### src/nddi_pkg.sv
`timescale 1ns / 1ps

package nddi_pkg;

    localparam int CW   = 6;
    localparam int DW   = 32;
    localparam int MAGW = 2 * DW + 2;

    localparam logic [2:0] ST_TAKEN     = 3'd0;
    localparam logic [2:0] ST_READY     = 3'd1;
    localparam logic [2:0] ST_ZERO_DIV  = 3'd2;
    localparam logic [2:0] ST_SAT       = 3'd3;
    localparam logic [2:0] ST_NOT_READY = 3'd4;

    localparam logic [MAGW-1:0] NEG_LIM = MAGW'(64'h0000_0000_8000_0000);
    localparam logic [MAGW-1:0] POS_LIM = MAGW'(64'h0000_0000_7fff_ffff);

    typedef struct packed {
        logic [DW-1:0] value;
        logic          sat;
    } arith_res_t;

    // apply sign to a magnitude and clamp to the signed 32 bit range
    function automatic arith_res_t sat_mag(input logic neg, input logic [MAGW-1:0] m);
        arith_res_t r;
        r.sat = 1'b0;
        if (neg) begin
            if (m > NEG_LIM) begin
                r.sat   = 1'b1;
                r.value = {1'b1, {(DW-1){1'b0}}};
            end
            else begin
                r.value = DW'(0) - m[DW-1:0];
            end
        end
        else begin
            if (m > POS_LIM) begin
                r.sat   = 1'b1;
                r.value = {1'b0, {(DW-1){1'b1}}};
            end
            else begin
                r.value = m[DW-1:0];
            end
        end
        return r;
    endfunction

endpackage

### src/nddi_if.sv
`timescale 1ns / 1ps

interface nddi_req_if;
    logic               valid;
    logic               ready;
    logic               mode;
    logic signed [31:0] node_x;
    logic signed [31:0] node_y;
    logic signed [31:0] query_x;

    modport source (output valid, mode, node_x, node_y, query_x, input ready);
    modport sink   (input valid, mode, node_x, node_y, query_x, output ready);
endinterface

interface nddi_rsp_if;
    logic               valid;
    logic               ready;
    logic signed [31:0] value;
    logic        [2:0]  status;

    modport source (output valid, value, status, input ready);
    modport sink   (input valid, value, status, output ready);
endinterface

### src/nddi_mul.sv
`timescale 1ns / 1ps

module nddi_mul
    import nddi_pkg::*;
#(
    parameter int FRAC_BITS = 16
)
(
    input  logic          clk,
    input  logic          rst_n,
    input  logic          start,
    input  logic [DW-1:0] a,
    input  logic [DW:0]   b,
    output logic          done,
    output arith_res_t    res
);

    localparam int CNTW = $clog2(DW + 1);

    logic [MAGW-1:0] p_reg;
    logic [MAGW-1:0] p_next;
    logic [DW-1:0]   ma_reg;
    logic            neg_reg;
    logic [CNTW-1:0] cnt_reg;
    logic            busy_reg;
    logic            fin_reg;
    logic            done_reg;
    arith_res_t      res_reg;
    logic [DW+1:0]   part_sum;

    // shift-add: upper half accumulates, multiplier bits leave at the bottom
    assign part_sum = {1'b0, p_reg[MAGW-1:DW+1]} + (p_reg[0] ? {2'b00, ma_reg} : '0);
    assign p_next   = {part_sum, p_reg[DW:1]};

    always_ff @(posedge clk or negedge rst_n) begin
        if (!rst_n) begin
            p_reg    <= '0;
            ma_reg   <= '0;
            neg_reg  <= 1'b0;
            cnt_reg  <= '0;
            busy_reg <= 1'b0;
            fin_reg  <= 1'b0;
            done_reg <= 1'b0;
            res_reg  <= '0;
        end
        else begin
            done_reg <= 1'b0;
            if (start) begin
                ma_reg   <= a[DW-1] ? DW'(0) - a : a;
                p_reg    <= {{(DW+1){1'b0}}, (b[DW] ? (DW+1)'(0) - b : b)};
                neg_reg  <= a[DW-1] ^ b[DW];
                cnt_reg  <= '0;
                busy_reg <= 1'b1;
            end
            else if (busy_reg) begin
                p_reg   <= p_next;
                cnt_reg <= cnt_reg + 1'b1;
                if (cnt_reg == CNTW'(DW)) begin
                    busy_reg <= 1'b0;
                    fin_reg  <= 1'b1;
                end
            end
            else if (fin_reg) begin
                fin_reg  <= 1'b0;
                res_reg  <= sat_mag(neg_reg, p_reg >> FRAC_BITS);
                done_reg <= 1'b1;
            end
        end
    end

    assign done = done_reg;
    assign res  = res_reg;

endmodule

### src/nddi_div.sv
`timescale 1ns / 1ps

module nddi_div
    import nddi_pkg::*;
#(
    parameter int FRAC_BITS = 16
)
(
    input  logic        clk,
    input  logic        rst_n,
    input  logic        start,
    input  logic [DW:0] num,
    input  logic [DW:0] den,
    output logic        done,
    output arith_res_t  res
);

    localparam int NW   = DW + 1 + FRAC_BITS;
    localparam int CNTW = $clog2(NW + 1);

    logic [NW-1:0]   q_reg;
    logic [DW:0]     rem_reg;
    logic [DW:0]     md_reg;
    logic            neg_reg;
    logic [CNTW-1:0] cnt_reg;
    logic            busy_reg;
    logic            fin_reg;
    logic            done_reg;
    arith_res_t      res_reg;
    logic [DW+1:0]   trial;
    logic [DW+1:0]   diff;
    logic            fits;

    // restoring division, one quotient bit per cycle
    assign trial = {rem_reg, q_reg[NW-1]};
    assign diff  = trial - {1'b0, md_reg};
    assign fits  = (trial >= {1'b0, md_reg});

    always_ff @(posedge clk or negedge rst_n) begin
        if (!rst_n) begin
            q_reg    <= '0;
            rem_reg  <= '0;
            md_reg   <= '0;
            neg_reg  <= 1'b0;
            cnt_reg  <= '0;
            busy_reg <= 1'b0;
            fin_reg  <= 1'b0;
            done_reg <= 1'b0;
            res_reg  <= '0;
        end
        else begin
            done_reg <= 1'b0;
            if (start) begin
                q_reg    <= {(num[DW] ? (DW+1)'(0) - num : num), {FRAC_BITS{1'b0}}};
                md_reg   <= den[DW] ? (DW+1)'(0) - den : den;
                rem_reg  <= '0;
                neg_reg  <= num[DW] ^ den[DW];
                cnt_reg  <= '0;
                busy_reg <= 1'b1;
            end
            else if (busy_reg) begin
                rem_reg <= fits ? diff[DW:0] : trial[DW:0];
                q_reg   <= {q_reg[NW-2:0], fits};
                cnt_reg <= cnt_reg + 1'b1;
                if (cnt_reg == CNTW'(NW - 1)) begin
                    busy_reg <= 1'b0;
                    fin_reg  <= 1'b1;
                end
            end
            else if (fin_reg) begin
                fin_reg  <= 1'b0;
                res_reg  <= sat_mag(neg_reg, MAGW'(q_reg));
                done_reg <= 1'b1;
            end
        end
    end

    assign done = done_reg;
    assign res  = res_reg;

endmodule

### src/newton_divided_difference_interp.sv
`timescale 1ns / 1ps

// channel   dir  handshake        payload
// req       in   valid / ready    mode, node_x, node_y, query_x
// rsp       out  valid / ready    value, status
// cfg       in   cfg_we           cfg_data (node_count)
//
// a load item that is not the last node is answered in the cycle after it is
// taken, as is a query before the table is built. the last load builds the
// table in place: n(n-1)/2 divisions on the shared radix-2 divider, where a
// step whose divisor is zero skips the divider. a query takes two passes of
// the serial shift-add multiplier per node. req.ready is low while an item
// works and while a result waits in the output register with rsp.ready low.
// reset clears the registers but not the node and coefficient memories,
// which need no clearing pass.

module newton_divided_difference_interp
    import nddi_pkg::*;
#(
    parameter int MAX_NODES = 32,
    parameter int FRAC_BITS = 16
)
(
    input  logic          clk,
    input  logic          rst_n,
    nddi_req_if.sink      req,
    nddi_rsp_if.source    rsp,
    input  logic          cfg_we,
    input  logic [CW-1:0] cfg_data
);

    localparam int AW = (MAX_NODES > 1) ? $clog2(MAX_NODES) : 1;

    typedef enum logic [3:0] {
        S_IDLE,
        S_B_A,
        S_B_B,
        S_B_C,
        S_B_W,
        S_E_A,
        S_E_B,
        S_E_RD,
        S_E_M1,
        S_E_W1,
        S_E_W2
    } state_t;

    state_t        state_reg;
    logic [CW-1:0] node_count_reg;
    logic [CW-1:0] nodes_loaded_reg;
    logic          table_ready_reg;
    logic          out_valid_reg;
    logic [DW-1:0] out_value_reg;
    logic [2:0]    out_status_reg;
    logic [CW-1:0] i_reg;
    logic [CW-1:0] j_reg;
    logic          zdiv_reg;
    logic          sat_reg;
    logic [DW-1:0] q_reg;
    logic [DW-1:0] prod_reg;
    logic [DW-1:0] acc_reg;
    logic [DW-1:0] cj_reg;
    logic [DW-1:0] ci_reg;
    logic [DW-1:0] xi_reg;

    // coefficient and abscissa memories
    logic [DW-1:0] c_mem [MAX_NODES];
    logic [DW-1:0] x_mem [MAX_NODES];
    logic [DW-1:0] c_rd_reg;
    logic [DW-1:0] x_rd_reg;
    logic          c_we;
    logic          x_we;
    logic [AW-1:0] c_waddr;
    logic [DW-1:0] c_wdata;
    logic [AW-1:0] c_raddr;
    logic [AW-1:0] x_raddr;

    logic [CW-1:0] n;
    logic [CW-1:0] n_m1;
    logic [CW-1:0] k_base;
    logic [CW-1:0] k;
    logic [CW-1:0] k_inc;
    logic [CW-1:0] i_m_j;
    logic [CW-1:0] j_m1;
    logic          acc_in;

    logic [DW:0]   num;
    logic [DW:0]   den;
    logic          den_zero;
    logic          step_done;
    logic          zdiv_now;
    logic          sat_now;

    logic          mul_start;
    logic [DW-1:0] mul_a;
    logic [DW:0]   mul_b;
    logic          mul_done;
    arith_res_t    mul_res;
    logic          div_start;
    logic          div_done;
    arith_res_t    div_res;

    logic [DW:0]   sum33;
    logic          sum_sat;
    logic [DW-1:0] sum_val;
    logic          q_sat;

    // effective node count, clamped to [2, MAX_NODES]
    always_comb begin
        if (node_count_reg < CW'(2)) begin
            n = CW'(2);
        end
        else if (int'(node_count_reg) > MAX_NODES) begin
            n = CW'(MAX_NODES);
        end
        else begin
            n = node_count_reg;
        end
    end

    assign n_m1   = n - 1'b1;
    assign k_base = table_ready_reg ? '0 : nodes_loaded_reg;
    assign k      = (k_base >= n) ? '0 : k_base;
    assign k_inc  = k + 1'b1;
    assign i_m_j  = i_reg - j_reg;
    assign j_m1   = j_reg - 1'b1;
    assign acc_in = req.valid && req.ready;

    assign req.ready = (state_reg == S_IDLE) && (!out_valid_reg || rsp.ready);
    assign rsp.valid  = out_valid_reg;
    assign rsp.value  = out_value_reg;
    assign rsp.status = out_status_reg;

    // table build step: c[i] = (c[i] - c[i-1]) / (x[i] - x[i-j])
    assign num       = {ci_reg[DW-1], ci_reg} - {c_rd_reg[DW-1], c_rd_reg};
    assign den       = {xi_reg[DW-1], xi_reg} - {x_rd_reg[DW-1], x_rd_reg};
    assign den_zero  = (den == '0);
    assign div_start = (state_reg == S_B_C) && !den_zero;
    assign step_done = ((state_reg == S_B_C) && den_zero) || ((state_reg == S_B_W) && div_done);
    assign zdiv_now  = zdiv_reg || ((state_reg == S_B_C) && den_zero);
    assign sat_now   = sat_reg || ((state_reg == S_B_W) && div_done && div_res.sat);

    // evaluation: prod *= (q - x[j-1]), then acc += c[j] * prod
    always_comb begin
        mul_start = 1'b0;
        mul_a     = prod_reg;
        mul_b     = {q_reg[DW-1], q_reg} - {x_rd_reg[DW-1], x_rd_reg};
        if (state_reg == S_E_M1) begin
            mul_start = 1'b1;
        end
        else if ((state_reg == S_E_W1) && mul_done) begin
            mul_start = 1'b1;
            mul_a     = cj_reg;
            mul_b     = {mul_res.value[DW-1], mul_res.value};
        end
    end

    assign sum33   = {acc_reg[DW-1], acc_reg} + {mul_res.value[DW-1], mul_res.value};
    assign sum_sat = sum33[DW] ^ sum33[DW-1];
    assign sum_val = sum_sat ? (sum33[DW] ? {1'b1, {(DW-1){1'b0}}} : {1'b0, {(DW-1){1'b1}}})
                             : sum33[DW-1:0];
    assign q_sat   = sat_reg || mul_res.sat || sum_sat;

    // memory ports
    always_comb begin
        c_raddr = '0;
        x_raddr = '0;
        case (state_reg)
            S_B_A:
            begin
                c_raddr = i_reg[AW-1:0];
                x_raddr = i_reg[AW-1:0];
            end
            S_B_B:
            begin
                c_raddr = i_reg[AW-1:0] - AW'(1);
                x_raddr = i_m_j[AW-1:0];
            end
            S_E_RD:
            begin
                c_raddr = j_reg[AW-1:0];
                x_raddr = j_m1[AW-1:0];
            end
            default:
            begin
                c_raddr = '0;
                x_raddr = '0;
            end
        endcase
    end

    always_comb begin
        x_we    = 1'b0;
        c_we    = 1'b0;
        c_waddr = i_reg[AW-1:0];
        c_wdata = '0;
        if ((state_reg == S_IDLE) && acc_in && !req.mode) begin
            x_we    = 1'b1;
            c_we    = 1'b1;
            c_waddr = k[AW-1:0];
            c_wdata = req.node_y;
        end
        else if (step_done) begin
            c_we    = 1'b1;
            c_wdata = (state_reg == S_B_W) ? div_res.value : '0;
        end
    end

    always_ff @(posedge clk) begin
        if (c_we) begin
            c_mem[c_waddr] <= c_wdata;
        end
        if (x_we) begin
            x_mem[k[AW-1:0]] <= req.node_x;
        end
        c_rd_reg <= c_mem[c_raddr];
        x_rd_reg <= x_mem[x_raddr];
    end

    nddi_mul #(
        .FRAC_BITS (FRAC_BITS)
    ) u_mul (
        .clk   (clk),
        .rst_n (rst_n),
        .start (mul_start),
        .a     (mul_a),
        .b     (mul_b),
        .done  (mul_done),
        .res   (mul_res)
    );

    nddi_div #(
        .FRAC_BITS (FRAC_BITS)
    ) u_div (
        .clk   (clk),
        .rst_n (rst_n),
        .start (div_start),
        .num   (num),
        .den   (den),
        .done  (div_done),
        .res   (div_res)
    );

    // sequencer
    always_ff @(posedge clk or negedge rst_n) begin
        if (!rst_n) begin
            state_reg        <= S_IDLE;
            node_count_reg   <= CW'(32);
            nodes_loaded_reg <= '0;
            table_ready_reg  <= 1'b0;
            out_valid_reg    <= 1'b0;
            out_value_reg    <= '0;
            out_status_reg   <= ST_TAKEN;
            i_reg            <= '0;
            j_reg            <= '0;
            zdiv_reg         <= 1'b0;
            sat_reg          <= 1'b0;
            q_reg            <= '0;
            prod_reg         <= '0;
            acc_reg          <= '0;
            cj_reg           <= '0;
            ci_reg           <= '0;
            xi_reg           <= '0;
        end
        else begin
            if (rsp.valid && rsp.ready) begin
                out_valid_reg <= 1'b0;
            end
            if (cfg_we) begin
                node_count_reg   <= cfg_data;
                nodes_loaded_reg <= '0;
                table_ready_reg  <= 1'b0;
            end
            case (state_reg)
                S_IDLE:
                begin
                    if (acc_in) begin
                        if (!req.mode) begin
                            table_ready_reg <= 1'b0;
                            if (k_inc >= n) begin
                                // last node in: build the table
                                nodes_loaded_reg <= '0;
                                i_reg            <= n_m1;
                                j_reg            <= CW'(1);
                                zdiv_reg         <= 1'b0;
                                sat_reg          <= 1'b0;
                                state_reg        <= S_B_A;
                            end
                            else begin
                                nodes_loaded_reg <= k_inc;
                                out_valid_reg    <= 1'b1;
                                out_value_reg    <= '0;
                                out_status_reg   <= ST_TAKEN;
                            end
                        end
                        else if (!table_ready_reg) begin
                            out_valid_reg  <= 1'b1;
                            out_value_reg  <= '0;
                            out_status_reg <= ST_NOT_READY;
                        end
                        else begin
                            q_reg     <= req.query_x;
                            prod_reg  <= DW'(1) << FRAC_BITS;
                            sat_reg   <= 1'b0;
                            state_reg <= S_E_A;
                        end
                    end
                end
                S_B_A:
                begin
                    state_reg <= S_B_B;
                end
                S_B_B:
                begin
                    ci_reg    <= c_rd_reg;
                    xi_reg    <= x_rd_reg;
                    state_reg <= S_B_C;
                end
                S_B_C:
                begin
                    zdiv_reg <= zdiv_now;
                    if (!den_zero) begin
                        state_reg <= S_B_W;
                    end
                end
                S_B_W:
                begin
                    sat_reg <= sat_now;
                end
                S_E_A:
                begin
                    state_reg <= S_E_B;
                end
                S_E_B:
                begin
                    acc_reg   <= c_rd_reg;
                    j_reg     <= CW'(1);
                    state_reg <= S_E_RD;
                end
                S_E_RD:
                begin
                    state_reg <= S_E_M1;
                end
                S_E_M1:
                begin
                    cj_reg    <= c_rd_reg;
                    state_reg <= S_E_W1;
                end
                S_E_W1:
                begin
                    if (mul_done) begin
                        prod_reg  <= mul_res.value;
                        sat_reg   <= sat_reg || mul_res.sat;
                        state_reg <= S_E_W2;
                    end
                end
                S_E_W2:
                begin
                    if (mul_done) begin
                        acc_reg <= sum_val;
                        sat_reg <= q_sat;
                        if (j_reg == n_m1) begin
                            out_valid_reg  <= 1'b1;
                            out_value_reg  <= sum_val;
                            out_status_reg <= q_sat ? ST_SAT : ST_READY;
                            state_reg      <= S_IDLE;
                        end
                        else begin
                            j_reg     <= j_reg + 1'b1;
                            state_reg <= S_E_RD;
                        end
                    end
                end
                default:
                begin
                    state_reg <= S_IDLE;
                end
            endcase
            // advance the build over i (downward) and column j
            if (step_done) begin
                if (i_reg == j_reg) begin
                    if (j_reg == n_m1) begin
                        table_ready_reg  <= 1'b1;
                        nodes_loaded_reg <= '0;
                        out_valid_reg    <= 1'b1;
                        out_value_reg    <= '0;
                        out_status_reg   <= zdiv_now ? ST_ZERO_DIV : (sat_now ? ST_SAT : ST_READY);
                        state_reg        <= S_IDLE;
                    end
                    else begin
                        j_reg     <= j_reg + 1'b1;
                        i_reg     <= n_m1;
                        state_reg <= S_B_A;
                    end
                end
                else begin
                    i_reg     <= i_reg - 1'b1;
                    state_reg <= S_B_A;
                end
            end
        end
    end

    // items are taken only by an idle sequencer
    assert property (@(posedge clk) disable iff (!rst_n)
        req.ready |-> state_reg == S_IDLE)
        else $error("item taken while busy");

    // multiplier results arrive only where the evaluation waits for them
    assert property (@(posedge clk) disable iff (!rst_n)
        mul_done |-> (state_reg == S_E_W1 || state_reg == S_E_W2))
        else $error("stray multiplier result");

    // divider results arrive only while the build waits for them
    assert property (@(posedge clk) disable iff (!rst_n)
        div_done |-> state_reg == S_B_W)
        else $error("stray divider result");

    // a built table always restarts loading at the first node
    assert property (@(posedge clk) disable iff (!rst_n)
        table_ready_reg |-> nodes_loaded_reg == '0)
        else $error("loader count left over with table ready");

endmodule
### src/flat_wrapper.sv
// flat-port wrapper written by rule: the top's interface ports become plain ports
module newton_divided_difference_interp_flat import nddi_pkg::*;
#(
    parameter int MAX_NODES = 32,
    parameter int FRAC_BITS = 16
)
  (clk, rst_n, cfg_we, cfg_data, req_valid, req_mode, req_node_x, req_node_y, req_query_x, req_ready, rsp_valid, rsp_value, rsp_status, rsp_ready);
  nddi_req_if req_i ();
  nddi_rsp_if rsp_i ();
  input  logic clk;
  input  logic rst_n;
  input  logic cfg_we;
  input  logic [CW-1:0] cfg_data;
  input wire logic [$bits(req_i.valid)-1:0] req_valid;
  input wire logic [$bits(req_i.mode)-1:0] req_mode;
  input wire logic [$bits(req_i.node_x)-1:0] req_node_x;
  input wire logic [$bits(req_i.node_y)-1:0] req_node_y;
  input wire logic [$bits(req_i.query_x)-1:0] req_query_x;
  output wire logic [$bits(req_i.ready)-1:0] req_ready;
  output wire logic [$bits(rsp_i.valid)-1:0] rsp_valid;
  output wire logic [$bits(rsp_i.value)-1:0] rsp_value;
  output wire logic [$bits(rsp_i.status)-1:0] rsp_status;
  input wire logic [$bits(rsp_i.ready)-1:0] rsp_ready;
  assign req_i.valid = req_valid;
  assign req_i.mode = req_mode;
  assign req_i.node_x = req_node_x;
  assign req_i.node_y = req_node_y;
  assign req_i.query_x = req_query_x;
  assign req_ready = req_i.ready;
  assign rsp_valid = rsp_i.valid;
  assign rsp_value = rsp_i.value;
  assign rsp_status = rsp_i.status;
  assign rsp_i.ready = rsp_ready;
  newton_divided_difference_interp #(.MAX_NODES(MAX_NODES), .FRAC_BITS(FRAC_BITS)) u_core (.clk(clk), .rst_n(rst_n), .req(req_i), .rsp(rsp_i), .cfg_we(cfg_we), .cfg_data(cfg_data));
endmodule
### config.mk
export PLATFORM = sky130hd
export DESIGN_NAME = newton_divided_difference_interp_flat
export DESIGN_NICKNAME = d
export VERILOG_FILES = /design/src/nddi_pkg.sv /design/src/nddi_if.sv /design/src/nddi_mul.sv /design/src/nddi_div.sv /design/src/newton_divided_difference_interp.sv /design/src/flat_wrapper.sv
export SDC_FILE = /design/constraint.sdc
export NUM_CORES = 2
export LEC_CHECK = 0
export ABC_AREA = 1
export BUFFER_PORTS_ARGS = -buffer_cell sky130_fd_sc_hd__buf_2
export CAP_MARGIN = 20
export CORE_MARGIN = 5
export CORE_UTILIZATION = 25
export DETAILED_ROUTE_END_ITERATION = 8
export HOLD_SLACK_MARGIN = 0.03
export PLACE_DENSITY_LB_ADDON = 0.15
export SYNTH_ARGS = -nofsm -noshare
export SYNTH_HDL_FRONTEND = slang
export SYNTH_SLANG_ARGS = --single-unit
### constraint.sdc
create_clock -name clk -period 5.5 [get_ports clk]
set_input_delay 0 -clock clk [delete_from_list [all_inputs] [get_ports clk]]
set_output_delay 0 -clock clk [all_outputs]
set_load 0.02 [all_outputs]
==> qor.txt <==
status -> complete, no violations
post-synthesis sequential area ratio -> 60.8%
Synth Flop Type -> edfxtp_1
final core occ -> 29.5%
Rows -> 261
Top cell by count, worst path -> inv_1
number of synthesized register bits -> 2670
layout cell share with drive strength beyond 1 -> 8.84%
flip-flop and latch area -> 76700 µm²
Synth Instances -> 12115
core footprint -> 504000 µm²
area occupied by multi-input gates -> 43100 µm²
clk_lat worst skew -> 0.97 ns
largest net degree at the start of global routing -> 140
Root Buffer Master -> clkbuf_16
overall power -> 74.5 mW
port bufs -> 144
first-pass GRT wire length -> 637000 µm
Worst Path Arrival -> 5.70 ns
switching share of power -> 40.6%
post-CTS setup buffers -> 0
leak pwr -> 56.3 nW
Most Used Layer, Global Route -> met2
DR pass1 iterations -> 6
Max stage delay on crit path -> 0.40 ns
Max Clk Rate -> 0.202 GHz
Finish-stage setup viols -> 0
Die H -> 721 µm
CTS sink count -> 2670
die footprint -> 519000 µm²
slowest CP cell -> dfrtp_1
DRC violations left -> 0
Clock Tree Buf Depth -> 4
die span in x -> 721 µm
WHS -> 0.0811 ns
internal power -> 44.3 mW
routed vias/inst -> 4.65
CP required -> 6.25 ns
Setup Skew -> 0.100 ns
Synth Area per Inst -> 10.4 µm²
post-route ant nets -> 0
nets -> 12799
Starting DRT DRC Count -> 6505
Max Cap Viol -> 0
DP HPWL -> 287000 µm
Ports -> 145
met3 global-route usage -> 2.90%
ys async rst share -> 20.9%
CTS tree -> done
NetSw -> 30.3 mW
P per Cell Area -> 501 nW/µm²
met1 Use GR -> 23.0%
Slew Viols, Final -> 0
gp weighted congestion -> 0.865
Layout fillers -> 52600
final global-route overflow total -> 0
Final period util -> 89.9%
Net Count, Synth -> 12458
Worst Max-Slew Pin Slew -> 1.15 ns
combinational group share of total power -> 38.7%
initial antenna violation count -> 39
Setup TNS -> 0 ns
clock-pin transition on the worst setup and hold timing paths -> 0.06 ns
grt met2 use -> 26.6%
max_slew headroom -> 22.3%
Global Route Usage Sum -> 16.5%
Crit Path Class -> register to register
Synth cell types -> 76
vias in the first global route -> 88241
RSZ-0062 raised after global routing -> no
sequential share of power -> 32.5%
Worst setup SP type -> register
CTS Buf Count -> 331
Initial Util -> 25.0%
Layout Area Growth over Synthesis -> 17.9%
class of the worst hold path -> input port to register
DR WL/cell -> 22.7 µm
Clk pwr share -> 28.8%
Routed Wire Length -> 442000 µm
Post-Syn Area -> 126000 µm²
Final Hold Vio Count -> 0
crit path max fanout -> 24
Synth warnings -> 0
Critical Path End Type -> register
fin crit period -> 4.94 ns
VDD IR max -> 272 µV
via count -> 90415
htree depth -> 5
Post-synth EDFFs -> 2048
## repair_timing
item	in CTS	in global routing
resized for setup	0	6
hold buffers	150	0
endpoints found under the setup margin	0	24
hold endpoints to repair	2596	0
## worst paths after layout
check / from / end / slack (ns) / cells past startpoint
setup / recovery: u_core.node_count_reg[3] / u_core.rsp.value[4] / 0.56 / 29
hold / removal: req_node_y[23] / u_core.c_mem[7][23] / 0.08 / 4
setup reg to reg: u_core.node_count_reg[3] / u_core.rsp.value[4] / 0.56 / 29
hold reg to reg: u_core.zdiv_reg / u_core.zdiv_reg / 0.47 / 1
max in group asynchronous: rst_n / u_core.q_reg[16] / 4.32 / 4
min in group asynchronous: rst_n / u_core.u_mul.cnt_reg[4] / 0.30 / 4
## stage by stage
| step | cell area, µm² | setup slack (ns) | cells |
|---|---|---|---|
| floorplan | 126000 | 0.850 | 12115 |
| finish | 149000 | 0.557 | 19445 |
| CTS | 149000 | 0.297 | 19431 |
| global placement | 137000 | 0.270 | 18677 |
| detailed placement | 137000 | 0.335 | 18677 |
| global route | 149000 | 0.0595 | 19435 |
## critical path, delay by kind of cell (launching register included)
| family | cells | cell delay [ns] |
|---|---|---|
| flops | 1 | 0.40 |
| fa+ha+maj | 3 | 0.73 |
| compound gates | 9 | 1.50 |
| simple gates | 10 | 1.34 |
| buf+inv | 7 | 0.84 |
## synth_stat cells (87+ instances only)
library cell  number  area, µm²
nand2_1         2403       9020
edfxtp_1        2048      61500
inv_1           1147       4310
nor2_1           927       3480
o21ai_0          908       4540
o211ai_1         617       4630
dfrtp_1          557      13900
a21oi_1          506       2530
nand3_1          499       2500
clkbuf_1         390       1460
mux2i_1          350       3500
ha_1             228       2850
xor2_1           189       1660
buf_2            152        761
o221ai_1         141       1230
o22ai_1          115        719
a32oi_1          100        876
nand4_1           99        619
o21ai_1           87        435
## area by class of cell
cell class / instances / area share, %
antenna: 12 / 0.0202
multi-input combinational: 7668 / 29.0
tap: 6706 / 5.64
sequential: 2670 / 51.6
clock buffer: 469 / 6.21
clock inverter: 135 / 0.921
inverter: 1179 / 3.00
timing repair buffer: 606 / 3.68
## power groups by stage
| stage | registers [mW] | clock network, mW | logic (mW) |
|---|---|---|---|
| floorplan | 24.2 | 0 | 18.3 |
| global placement | 24.6 | 0 | 29.1 |
| detailed placement | 24.6 | 0 | 29.0 |
| CTS | 24.2 | 22.1 | 29.2 |
| global route | 24.4 | 22.9 | 32.1 |
| finish | 24.2 | 21.4 | 28.9 |
## layout by cell type, fill, tap and decap left out, drive strengths merged, types with 6 or more instances in the layout
| cell | synthesis | routed |
|---|---|---|
| o31ai | 8 | 8 |
| clkinvlp | 0 | 6 |
| dlygate4sd3 | 0 | 149 |
| clkinv | 9 | 112 |
| nand2 | 2417 | 2417 |
| nand3b | 22 | 22 |
| mux2 | 31 | 31 |
| fa | 7 | 7 |
| a22oi | 25 | 25 |
| ha | 228 | 228 |
| dfrtp | 557 | 557 |
| o221ai | 142 | 142 |
| a21o | 17 | 17 |
| bufinv | 0 | 18 |
| o211ai | 618 | 618 |
| o21ai | 999 | 999 |
| o21bai | 17 | 17 |
| nor3 | 76 | 76 |
| o22ai | 115 | 115 |
| a21boi | 32 | 32 |
| nor2 | 943 | 943 |
| edfxtp | 2048 | 2048 |
| xnor2 | 48 | 48 |
| nand3 | 502 | 502 |
| mux2i | 350 | 350 |
| inv | 1170 | 1178 |
| a31oi | 58 | 58 |
| a32oi | 100 | 100 |
| nand4 | 101 | 101 |
| o21a | 41 | 41 |
| clkbuf | 392 | 469 |
| xor2 | 190 | 190 |
| dfxtp | 64 | 64 |
| buf | 206 | 457 |
| or2 | 12 | 12 |
| nor4 | 33 | 33 |
| diode | 0 | 12 |
| a21oi | 507 | 507 |
## routing by layer
metal,part of all wire [%],routed length (µm)
met1,47,206000
met2,46,203000
met3,5.0,22300
met4,2.2,9900
met5,0.0048,21
## cell families after synthesis
family                     after synthesis  synth area share [%]
adders and majority gates              235                  2.37
buffers and inverters                 1777                  5.54
muxes                                  381                  3.05
xor gates and xnor gates               239                  1.68
AOI/OAI and AO/OA                     2697                  13.2
and+or+nand+nor                       4116                  13.4
DFF                                   2670                  60.8
No activity file was read; power rests on OpenSTA's default activity.
